**src/hdl/pu_pkg.sv**
```systemverilog
package pu_pkg;

  localparam int RANK_W = 22;
  localparam int ELEM_W = 4;
  localparam int FACT_W = 32;

  // Control from the sequencer to the element mask
  typedef struct packed {
    logic load;     // new item: all elements unused, pointer at element 0
    logic advance;  // step pointer to the next unused element above it
    logic take;     // mark pointed element used, pointer to lowest unused
  } mask_ctrl_t;

  // n! for n = 0..12; codes above 12 are never used
  function automatic logic [FACT_W-1:0] fact_of(input logic [ELEM_W-1:0] n);
    logic [FACT_W-1:0] f;
    case (n)
      4'd0:    f = 32'd1;
      4'd1:    f = 32'd1;
      4'd2:    f = 32'd2;
      4'd3:    f = 32'd6;
      4'd4:    f = 32'd24;
      4'd5:    f = 32'd120;
      4'd6:    f = 32'd720;
      4'd7:    f = 32'd5040;
      4'd8:    f = 32'd40320;
      4'd9:    f = 32'd362880;
      4'd10:   f = 32'd3628800;
      4'd11:   f = 32'd39916800;
      4'd12:   f = 32'd479001600;
      default: f = 32'd0;
    endcase
    return f;
  endfunction

endpackage

```
**src/hdl/pu_rank_if.sv**
```systemverilog
interface pu_rank_if;
  logic                      valid;
  logic                      ready;
  logic [pu_pkg::RANK_W-1:0] rank;

  modport source (output valid, output rank, input ready);
  modport sink (input valid, input rank, output ready);
endinterface

```
**src/hdl/pu_perm_if.sv**
```systemverilog
interface pu_perm_if;
  logic                      valid;
  logic                      ready;
  logic [pu_pkg::ELEM_W-1:0] element;
  logic                      last;
  logic                      rank_error;

  modport source (output valid, output element, output last, output rank_error, input ready);
  modport sink (input valid, input element, input last, input rank_error, output ready);
endinterface

```
**src/hdl/pu_step.sv**
```systemverilog
// Shared compare/subtract: remaining rank against the current factorial
module pu_step (
  input  logic [pu_pkg::RANK_W-1:0] rank_left,
  input  logic [pu_pkg::FACT_W-1:0] fact,
  output logic                      ge,
  output logic [pu_pkg::RANK_W-1:0] diff
);

  assign ge   = pu_pkg::FACT_W'(rank_left) >= fact;
  // only used when ge, so fact fits in the rank width
  assign diff = rank_left - fact[pu_pkg::RANK_W-1:0];

endmodule

```
**src/hdl/pu_mask.sv**
```systemverilog
// Unused-element set and a pointer that walks over the unused elements
module pu_mask #(
  parameter int ELEMENT_COUNT = 10
) (
  input  logic                      clk,
  input  logic                      rst,
  input  pu_pkg::mask_ctrl_t        ctrl,
  output logic [pu_pkg::ELEM_W-1:0] ptr
);

  logic [ELEMENT_COUNT-1:0]  unused_mask;
  logic [ELEMENT_COUNT-1:0]  unused_mask_next;
  logic [pu_pkg::ELEM_W-1:0] ptr_next;
  logic [ELEMENT_COUNT-1:0]  above;
  logic [ELEMENT_COUNT-1:0]  taken;

  function automatic logic [pu_pkg::ELEM_W-1:0] lowest_set(
    input logic [ELEMENT_COUNT-1:0] v
  );
    logic [pu_pkg::ELEM_W-1:0] idx;
    idx = '0;
    for (int i = ELEMENT_COUNT - 1; i >= 0; i--) begin
      if (v[i]) idx = pu_pkg::ELEM_W'(i);
    end
    return idx;
  endfunction

  always_comb begin
    for (int i = 0; i < ELEMENT_COUNT; i++) begin
      above[i] = unused_mask[i] && (pu_pkg::ELEM_W'(i) > ptr);
      taken[i] = unused_mask[i] && (pu_pkg::ELEM_W'(i) != ptr);
    end
  end

  always_comb begin
    unused_mask_next = unused_mask;
    ptr_next         = ptr;
    if (ctrl.load) begin
      unused_mask_next = '1;
      ptr_next         = '0;
    end else if (ctrl.take) begin
      unused_mask_next = taken;
      ptr_next         = lowest_set(taken);
    end else if (ctrl.advance) begin
      ptr_next = lowest_set(above);
    end
  end

  always_ff @(posedge clk) begin
    if (rst) begin
      unused_mask <= '1;
      ptr         <= '0;
    end else begin
      unused_mask <= unused_mask_next;
      ptr         <= ptr_next;
    end
  end

endmodule

```
**src/hdl/permutation_unrank.sv**
```systemverilog
// Permutation unranking in the factorial number system.
// query: one transfer carries a one-based rank. perm: the block answers with
// ELEMENT_COUNT transfers, the elements of the permutation of 0..N-1 with that
// rank in lexicographic order, first position first; last marks the final one.
// A rank of zero or above N! gives one transfer with rank_error and last set
// and element 0.
// Timing: each position's digit is found by subtracting the factorial of the
// positions left from the remaining rank, one subtraction per cycle in a
// single shared subtractor, while a pointer steps over the unused elements.
// query.ready is high only between items.
// The results leave through an output register; when the receiver stalls the
// sequencer waits at the next result and resumes once it is taken. The next
// rank may be accepted while the final result still waits.
// Reset (rst, synchronous) empties the output register and returns to idle.
module permutation_unrank #(
  parameter int ELEMENT_COUNT = 10
) (
  input  logic       clk,
  input  logic       rst,
  pu_rank_if.sink    query,
  pu_perm_if.source  perm
);

  localparam logic [pu_pkg::ELEM_W-1:0] N_CODE = pu_pkg::ELEM_W'(ELEMENT_COUNT);

  typedef enum logic [2:0] {
    ST_IDLE = 3'b001,
    ST_DIV  = 3'b010,
    ST_ERR  = 3'b100
  } state_t;

  state_t                    state;
  state_t                    state_next;
  logic [pu_pkg::RANK_W-1:0] rank_left;
  logic [pu_pkg::RANK_W-1:0] rank_left_next;
  logic [pu_pkg::ELEM_W-1:0] position;
  logic [pu_pkg::ELEM_W-1:0] position_next;

  logic                      out_valid;
  logic [pu_pkg::ELEM_W-1:0] out_element;
  logic                      out_last;
  logic                      out_error;
  logic                      out_load;
  logic [pu_pkg::ELEM_W-1:0] out_element_next;
  logic                      out_last_next;
  logic                      out_error_next;
  logic                      out_free;

  pu_pkg::mask_ctrl_t        ctrl;
  logic [pu_pkg::ELEM_W-1:0] ptr;
  logic [pu_pkg::FACT_W-1:0] fact;
  logic                      ge;
  logic [pu_pkg::RANK_W-1:0] diff;
  logic                      rank_bad;
  logic                      is_last;

  assign fact     = pu_pkg::fact_of(N_CODE - 4'd1 - position);
  assign rank_bad = (query.rank == '0) ||
                    (pu_pkg::FACT_W'(query.rank) > pu_pkg::fact_of(N_CODE));
  assign is_last  = position == N_CODE - 4'd1;
  assign out_free = !out_valid || perm.ready;

  pu_step u_step (
    .rank_left (rank_left),
    .fact      (fact),
    .ge        (ge),
    .diff      (diff)
  );

  pu_mask #(
    .ELEMENT_COUNT (ELEMENT_COUNT)
  ) u_mask (
    .clk  (clk),
    .rst  (rst),
    .ctrl (ctrl),
    .ptr  (ptr)
  );

  assign query.ready = state == ST_IDLE;

  always_comb begin
    state_next       = state;
    rank_left_next   = rank_left;
    position_next    = position;
    ctrl             = '0;
    out_load         = 1'b0;
    out_element_next = out_element;
    out_last_next    = out_last;
    out_error_next   = out_error;
    unique case (state)
      ST_IDLE: begin
        if (query.valid) begin
          if (rank_bad) begin
            state_next = ST_ERR;
          end else begin
            rank_left_next = query.rank - 22'd1;
            position_next  = '0;
            ctrl.load      = 1'b1;
            state_next     = ST_DIV;
          end
        end
      end
      ST_DIV: begin
        if (ge) begin
          rank_left_next = diff;
          ctrl.advance   = 1'b1;
        end else if (out_free) begin
          out_load         = 1'b1;
          out_element_next = ptr;
          out_last_next    = is_last;
          out_error_next   = 1'b0;
          ctrl.take        = 1'b1;
          position_next    = position + 4'd1;
          if (is_last) state_next = ST_IDLE;
        end
      end
      ST_ERR: begin
        if (out_free) begin
          out_load         = 1'b1;
          out_element_next = '0;
          out_last_next    = 1'b1;
          out_error_next   = 1'b1;
          state_next       = ST_IDLE;
        end
      end
      default: state_next = ST_IDLE;
    endcase
  end

  always_ff @(posedge clk) begin
    if (rst) begin
      state     <= ST_IDLE;
      rank_left <= '0;
      position  <= '0;
      out_valid <= 1'b0;
    end else begin
      state     <= state_next;
      rank_left <= rank_left_next;
      position  <= position_next;
      if (out_load) begin
        out_valid <= 1'b1;
      end else if (perm.ready) begin
        out_valid <= 1'b0;
      end
    end
  end

  always_ff @(posedge clk) begin
    if (out_load) begin
      out_element <= out_element_next;
      out_last    <= out_last_next;
      out_error   <= out_error_next;
    end
  end

  assign perm.valid      = out_valid;
  assign perm.element    = out_element;
  assign perm.last       = out_last;
  assign perm.rank_error = out_error;

endmodule

```
**src/flat_wrapper.sv**
```systemverilog
// flat-port wrapper written by rule: the top's interface ports become plain ports
module permutation_unrank_flat 
#(
  parameter int ELEMENT_COUNT = 10
)
  (clk, rst, query_valid, query_rank, query_ready, perm_valid, perm_element, perm_last, perm_rank_error, perm_ready);
  pu_rank_if query_i ();
  pu_perm_if perm_i ();
  input  logic clk;
  input  logic rst;
  input wire logic [$bits(query_i.valid)-1:0] query_valid;
  input wire logic [$bits(query_i.rank)-1:0] query_rank;
  output wire logic [$bits(query_i.ready)-1:0] query_ready;
  output wire logic [$bits(perm_i.valid)-1:0] perm_valid;
  output wire logic [$bits(perm_i.element)-1:0] perm_element;
  output wire logic [$bits(perm_i.last)-1:0] perm_last;
  output wire logic [$bits(perm_i.rank_error)-1:0] perm_rank_error;
  input wire logic [$bits(perm_i.ready)-1:0] perm_ready;
  assign query_i.valid = query_valid;
  assign query_i.rank = query_rank;
  assign query_ready = query_i.ready;
  assign perm_valid = perm_i.valid;
  assign perm_element = perm_i.element;
  assign perm_last = perm_i.last;
  assign perm_rank_error = perm_i.rank_error;
  assign perm_i.ready = perm_ready;
  permutation_unrank #(.ELEMENT_COUNT(ELEMENT_COUNT)) u_core (.clk(clk), .rst(rst), .query(query_i), .perm(perm_i));
endmodule
```
**config.mk**
```make
export PLATFORM = sky130hd
export DESIGN_NAME = permutation_unrank_flat
export DESIGN_NICKNAME = d
export VERILOG_FILES = /design/src/hdl/pu_pkg.sv /design/src/hdl/pu_rank_if.sv /design/src/hdl/pu_perm_if.sv /design/src/hdl/pu_step.sv /design/src/hdl/pu_mask.sv /design/src/hdl/permutation_unrank.sv /design/src/flat_wrapper.sv
export SDC_FILE = /design/constraint.sdc
export NUM_CORES = 1
export LEC_CHECK = 0
export ABC_AREA = 1
export BUFFER_PORTS_ARGS = -buffer_cell sky130_fd_sc_hd__buf_2
export CAP_MARGIN = 10
export CORE_MARGIN = 2
export CORE_UTILIZATION = 62
export CTS_CLUSTER_SIZE = 8
export DETAILED_ROUTE_END_ITERATION = 8
export HOLD_SLACK_MARGIN = 0.02
export PLACE_DENSITY_LB_ADDON = 0.3
export SYNTH_ARGS = -nofsm -noshare
export SYNTH_HDL_FRONTEND = slang
export SYNTH_SLANG_ARGS = --single-unit
export TNS_END_PERCENT = 30
```
**constraint.sdc**
```tcl
create_clock -name clk -period 5.3 [get_ports clk]
set_input_delay 0.795 -clock clk [delete_from_list [all_inputs] [get_ports clk]]
set_output_delay 0.795 -clock clk [all_outputs]
set_load 0.02 [all_outputs]
```
; Word-level counts from Yosys, hierarchy flattened
; Memories as Yosys holds them, arrays and structs flattened.
; Index checks and enable logic that the tools add are counted.
[totals]
register_bits = 50
romBits = 448
input_bits = 26
wordCells = 139
n_memories = 1
[op_classes]
n_addsub = 4
n_lt_le_gt_ge = 12
eq_ne = 20
muxes = 59
n_reduce_logical = 34
[memory_table]
columns = memory, depth, width, rd, rd_clocked_by_memory_dff, wr, line_no
row1 = (no name shown), 16, 28, 1, 0, 0, pu_pkg.sv:17  ; case (n)
[op_table]
columns = cell, n
row1 = $mux W4, 29
row2 = $mux W22, 3
row3 = $pmux W22 S2, 1
row4 = $ge A22 B32 Y1, 1
row5 = $gt A22 B22 Y1 const B, 1
row6 = $logic_not A22 Y1, 1
row7 = $sub A22 B1 Y22 const B, 1
row8 = $sub A22 B22 Y22, 1
row9 = $logic_and A1 B1 Y1, 20
row10 = $mux W3, 6
row11 = $gt A3 B4 Y1 const A, 4
row12 = $ne A3 B4 Y1 const A, 4
row13 = $pmux W4 S2, 2
row14 = $reduce_and A5 Y1, 3
row15 = $mux W1, 13
row16 = $pmux W3 S3, 1
row17 = $gt A1 B4 Y1 const A, 2
row18 = $gt A2 B4 Y1 const A, 2
row19 = $gt A4 B4 Y1 const A, 2
row20 = $ne A2 B1 Y1 const B, 4
row21 = $ne A2 B4 Y1 const A, 2
row22 = $ne A4 B4 Y1 const A, 2
row23 = $reduce_bool A2 Y1, 4
row24 = $ne A2 B2 Y1 const B, 3
row25 = 14 further kinds, 17

; Longest topological paths before layout
[depth]
ltp_word = 14
ltp_mapped = 25

; Cells and area by module
; A second synthesis with hierarchy kept.
[unflattened]
cells_unflattened = 866
hier_area_um2 = 5138.7
[by_module_without_submodules]
columns = mod, instances, cells_each, area_per_inst_um2, seq_area_each_um2
row1 = permutation_unrank, 1, 465, 2841.5, 780.7
row2 = pu_step, 1, 272, 1475.2, 0.0
row3 = pu_mask, 1, 129, 822.0, 280.3

; Worst setup path before layout
; Ideal clock, no wire load.
[synth_timing]
kind = reg-to-reg
startpoint = register u_core.position[1] in the netlist's numbering
endpoint = register u_core.out_element, in the netlist u_core.perm.element[0], enable pin
arrival_ps = 3043
t_required_ps = 4923
slack_ps = 1879
stages_incl_launch_ff = 22
cell_sequence = dfxtp_1 -> inv_1 -> ha_1 -> nand2_1 -> inv_1 -> nor2_4 -> inv_1 -> nor2_1 -> nand2_1 -> inv_1 -> nor2_1 -> ha_1 -> nand2_1 -> inv_1 -> nand2_1 -> nand2_1 -> a21oi_1 -> nand3_2 -> nand2_2 -> nand4_2 -> buf_2 -> o21ai_0
[synth_via]
elab_chain_len = 6
elab_cells_between_ends = 7
cone_classes = add/sub (1) / order compare (1) / eq/ne (1) / mux (2) / reduce/logical (1) / memory (1)
[synth_rtl]
columns = item, line_no
row1 = from (decl), permutation_unrank.sv:36  ; logic [pu_pkg::ELEM_W-1:0] position;
row2 = from (signal assigned), permutation_unrank.sv:139  ; position <= position_next;
row3 = $sub A4 B4 Y4 (*), permutation_unrank.sv:57  ; assign fact = pu_pkg::fact_of(N_CODE - 4'd1 - position);
row4 = $mem_v2 Z16 W28 (*), -
row5 = $ge A22 B32 Y1 (*), pu_step.sv:9  ; assign ge = pu_pkg::FACT_W'(rank_left) >= fact;
row6 = $mux W1, permutation_unrank.sv:104  ; if (ge) begin
row7 = $pmux W1 S2, permutation_unrank.sv:90  ; unique case (state)
row8 = $reduce_and A5 Y1 (no source line) (*), -
row9 = to (signal assigned), permutation_unrank.sv:150  ; out_element <= out_element_next;
row10 = to (decl), permutation_unrank.sv:40  ; logic [pu_pkg::ELEM_W-1:0] out_element;
; Mark *: on every way between the ends. The rest lies on a longest branch, timed or not.
; A chain may end at the register's enable or synchronous reset.

; Worst setup path in the final report
[layout_timing]
startpoint = register u_core.position[1] in the netlist's numbering
endpoint = register u_core.out_element, in the netlist u_core.perm.element[1], enable pin
; Same word-level chain as after synthesis.

==> results_dict.tcl <==
set metrics [dict create \
    status "complete, no violations" \
    finalMaxSlewViolations 0 \
    coreArea_um2 7330 \
    cts_root_buf "clkbuf_8" \
    synth_most_common_cell "nand2_1" \
    p_leak_nw 2.62 \
    clock_skew_ps 10.5 \
    ir_worst_vdd_mv 0.153 \
    synth_edf_count 6 \
    p_per_area_nw_per_um2 285 \
    final_cells 914 \
    r2r_start "u_core.position[1]$_SDFFE_PP0P_" \
    finalSetupViolations 0 \
    grt_pass1_vias 5018 \
    hp-class "reg2reg" \
    post_drt_via_cell_ratio 5.87 \
    tightest_slew_ps 798 \
    tns_ps 0 \
    worst-r2r-cell-count 21 \
    nets 874 \
    yosys_warnings 0 \
    dp.cells 906 \
    worstHoldEndpoint "u_core.state[1]$_SDFFE_PP0P_" \
    synth_common_cells "nand2_1 (211), nor2_1 (119), inv_1 (90)" \
    grt_antenna_before_repair 0 \
    cts_tree "done" \
    synth-seq-area-share_pct 22.4 \
    initial_core_util_pct 64.7 \
    path_buf_inv 6 \
    fmax_mhz 243 \
    synth_cell_types 48 \
    dpl_cell_area_um2 4970 \
    fp.dieW_um 91.5 \
    cts-resized-gates 0 \
    met1_length_mm 6.09 \
    ant_nets 0 \
    die-area_um2 8370 \
    ys_seq_elements 50 \
    startpoint_type "flop" \
    cts_buffers 5 \
    async_flop_share_pct 0 \
    ios 34 \
    yosys.area.top_type "dfxtp_1" \
    diodes 0 \
    overflow 0 \
    grt_use_total_pct 34.1 \
    ctsHoldBuffers 0 \
    max_slew_margin_pct 46.3 \
    path_max_fanout 22 \
    drc 0 \
    min_from "u_core.state[1]$_SDFFE_PP0P_" \
    holdPathStages 2 \
    reg2reg_to "u_core.perm.element[1]$_SDFFCE_PP0P_" \
    max_cap_violations 0 \
    highest-signal-layer "met4" \
    clkSlewWorstSetupHoldPaths_ps 100 \
    crit_family "simple AND/OR/NAND/NOR gates" \
    area_delta_synth_final_pct 7.04 \
    synthCells 786 \
    finalCritPeriodShare_pct 77.5 \
    crit_type "reg2reg" \
    die_h_um 91.5 \
    syn_nets 846 \
    dp_hpwl_mm 11.0 \
    grt_pass1_wl_mm 23.1 \
    max_stage_delay_ps 460 \
    met3WireLength_um 879 \
    clock_latency_ps 310 \
    fp-row-count 31 \
    cts_setup_buffers 0 \
    cp.required_ps 5280 \
    cp.arrival_ps 4090 \
    drt-initial-drc-count 456 \
    slowest_stage "dfxtp_1" \
    finalInstanceArea_um2 5080 \
    end_kind "flop" \
    wl_mm 13.9 \
    first_pass_iters 6 \
    cpMostUsedCell "inv_1" \
    drive_gt1_share_pct 8.59 \
    finalHoldViolations 0 \
    path_cells "inv_1, ha_1, nand2_1, inv_1, nor2_4, inv_1, nor2_1, nand2_1, inv_1, nor2_1, ha_1, nand2_1, nor2_2, inv_1, nor2_2, nand3_1, nand3_2, nand2_2, nand4_2, buf_4, o21ai_0" \
    fin_crit_ps 4110 \
    ys.flop_type "dfxtp_1" \
    detail_route.wl_per_cell_um 15.2 \
    total_power_mw 1.45 \
    portBuffers 33 \
    synth.top_cell.area_share_pct 18.6 \
    wl_met2_mm 6.55 \
    reg2reg_slack_ps 1190 \
    rsz0062_at_grt "no" \
    syn-cell-area_um2 4740 \
    vias 5366 \
    gp_congestion 0.972 \
    clock-sinks 50 \
    avgSynthCellArea_um2 6.04 \
    clock_path_buffers 2 \
    grt_max_degree 28 \
    htree_levels 2 \
    synth.top_cells.by_area "dfxtp_1 (19%), nand2_1 (17%), nor2_1 (9.4%)" \
]
flip-flops by register name, indices dropped and copies added (netlist names):
signal / cells
u_core.perm.last: 1
u_core.rank_left: 22
u_core.perm.valid: 1
u_core.u_mask.ptr: 4
u_core.perm.rank_error: 1
u_core.state: 3
u_core.position: 4
u_core.u_mask.unused_mask: 10
u_core.perm.element: 4
logic make-up after synthesis:
logic type      synth area share, %
compound gates                 16.8
xor+xnor                       2.58
fa+ha+maj                      9.12
buf+inv                        9.34
flops                          22.4
simple gates                   39.8
worst register-to-register path, cell delays in order (launching register included):
cell	delay, ps
dfxtp_1	460
inv_1	210
ha_1	260
nand2_1	60
inv_1	80
nor2_4	200
inv_1	170
nor2_1	240
nand2_1	170
inv_1	120
nor2_1	50
ha_1	370
nand2_1	110
nor2_2	140
inv_1	60
nor2_2	130
nand3_1	120
nand3_2	100
nand2_2	80
nand4_2	70
buf_4	250
o21ai_0	350
per-stage QoR:
stage	utilization, %	hold WS, ps	setup WS (ps)
final	69.3	488	1190
after global routing	69.3	507	814
after CTS	69.3	492	1290
after detailed placement	67.8	467	1370
after global placement	67.8	452	1620
after floorplan	-	436	1880
report_power, final:
group / internal (mW) / switching (mW) / total, mW / leakage [nW]
sequential: 0.427 / 0.0373 / 0.464 / 0.416
combinational: 0.224 / 0.473 / 0.697 / 2.15
clock: 0.141 / 0.146 / 0.288 / 0.0562
layout by cell type (no fill, tap or decap), types with 4 or more instances in the layout:
cell | netlist | layout
buf_2 | 5 | 33
o21bai_1 | 4 | 4
nor3_1 | 9 | 9
a21oi_1 | 59 | 59
nor2_2 | 5 | 5
o21ai_1 | 15 | 15
inv_1 | 90 | 90
nand3_1 | 51 | 51
nor2_1 | 119 | 119
edfxtp_1 | 6 | 6
nand2_1 | 211 | 211
o21ai_0 | 54 | 54
dfxtp_1 | 44 | 44
nand2_2 | 5 | 5
nand4_1 | 13 | 13
ha_1 | 33 | 33
xor2_1 | 10 | 10
clkbuf_8 | 0 | 5
xnor2_1 | 4 | 4
per-layer routing:
layer | track usage (%) | vias up
met1 | 43.9 | 2465
met2 | 58.5 | 233
met3 | 4.07 | 47
met5 | 0 | -
met4 | 12.0 | 0
li1 | - | 2621
final cells by class:
type	count	area [um^2]
fillers	668	2250
clock buffers	5	68.8
repair buffers	35	180
inverters	95	362
clock inverters	3	42.5
well taps	99	124
multi-input cells	627	3240
flip-flops and latches	50	1060
how the worst max path moves through the flow:
stage,depth (start not counted),from,end,slack (ps)
finish,21,u_core.position[1]$_SDFFE_PP0P_,u_core.perm.element[1]$_SDFFCE_PP0P_,1190
global placement,21,u_core.position[1]$_SDFFE_PP0P_,u_core.perm.element[0]$_SDFFCE_PP0P_,1620
detailed placement,21,u_core.position[1]$_SDFFE_PP0P_,u_core.perm.element[0]$_SDFFCE_PP0P_,1370
floorplan,21,u_core.position[1]$_SDFFE_PP0P_,u_core.perm.element[0]$_SDFFCE_PP0P_,1880
CTS,21,u_core.position[1]$_SDFFE_PP0P_,u_core.perm.element[1]$_SDFFCE_PP0P_,1290
global route,21,u_core.position[1]$_SDFFE_PP0P_,u_core.perm.element[1]$_SDFFCE_PP0P_,810
Power figures use the tool's default switching activity.
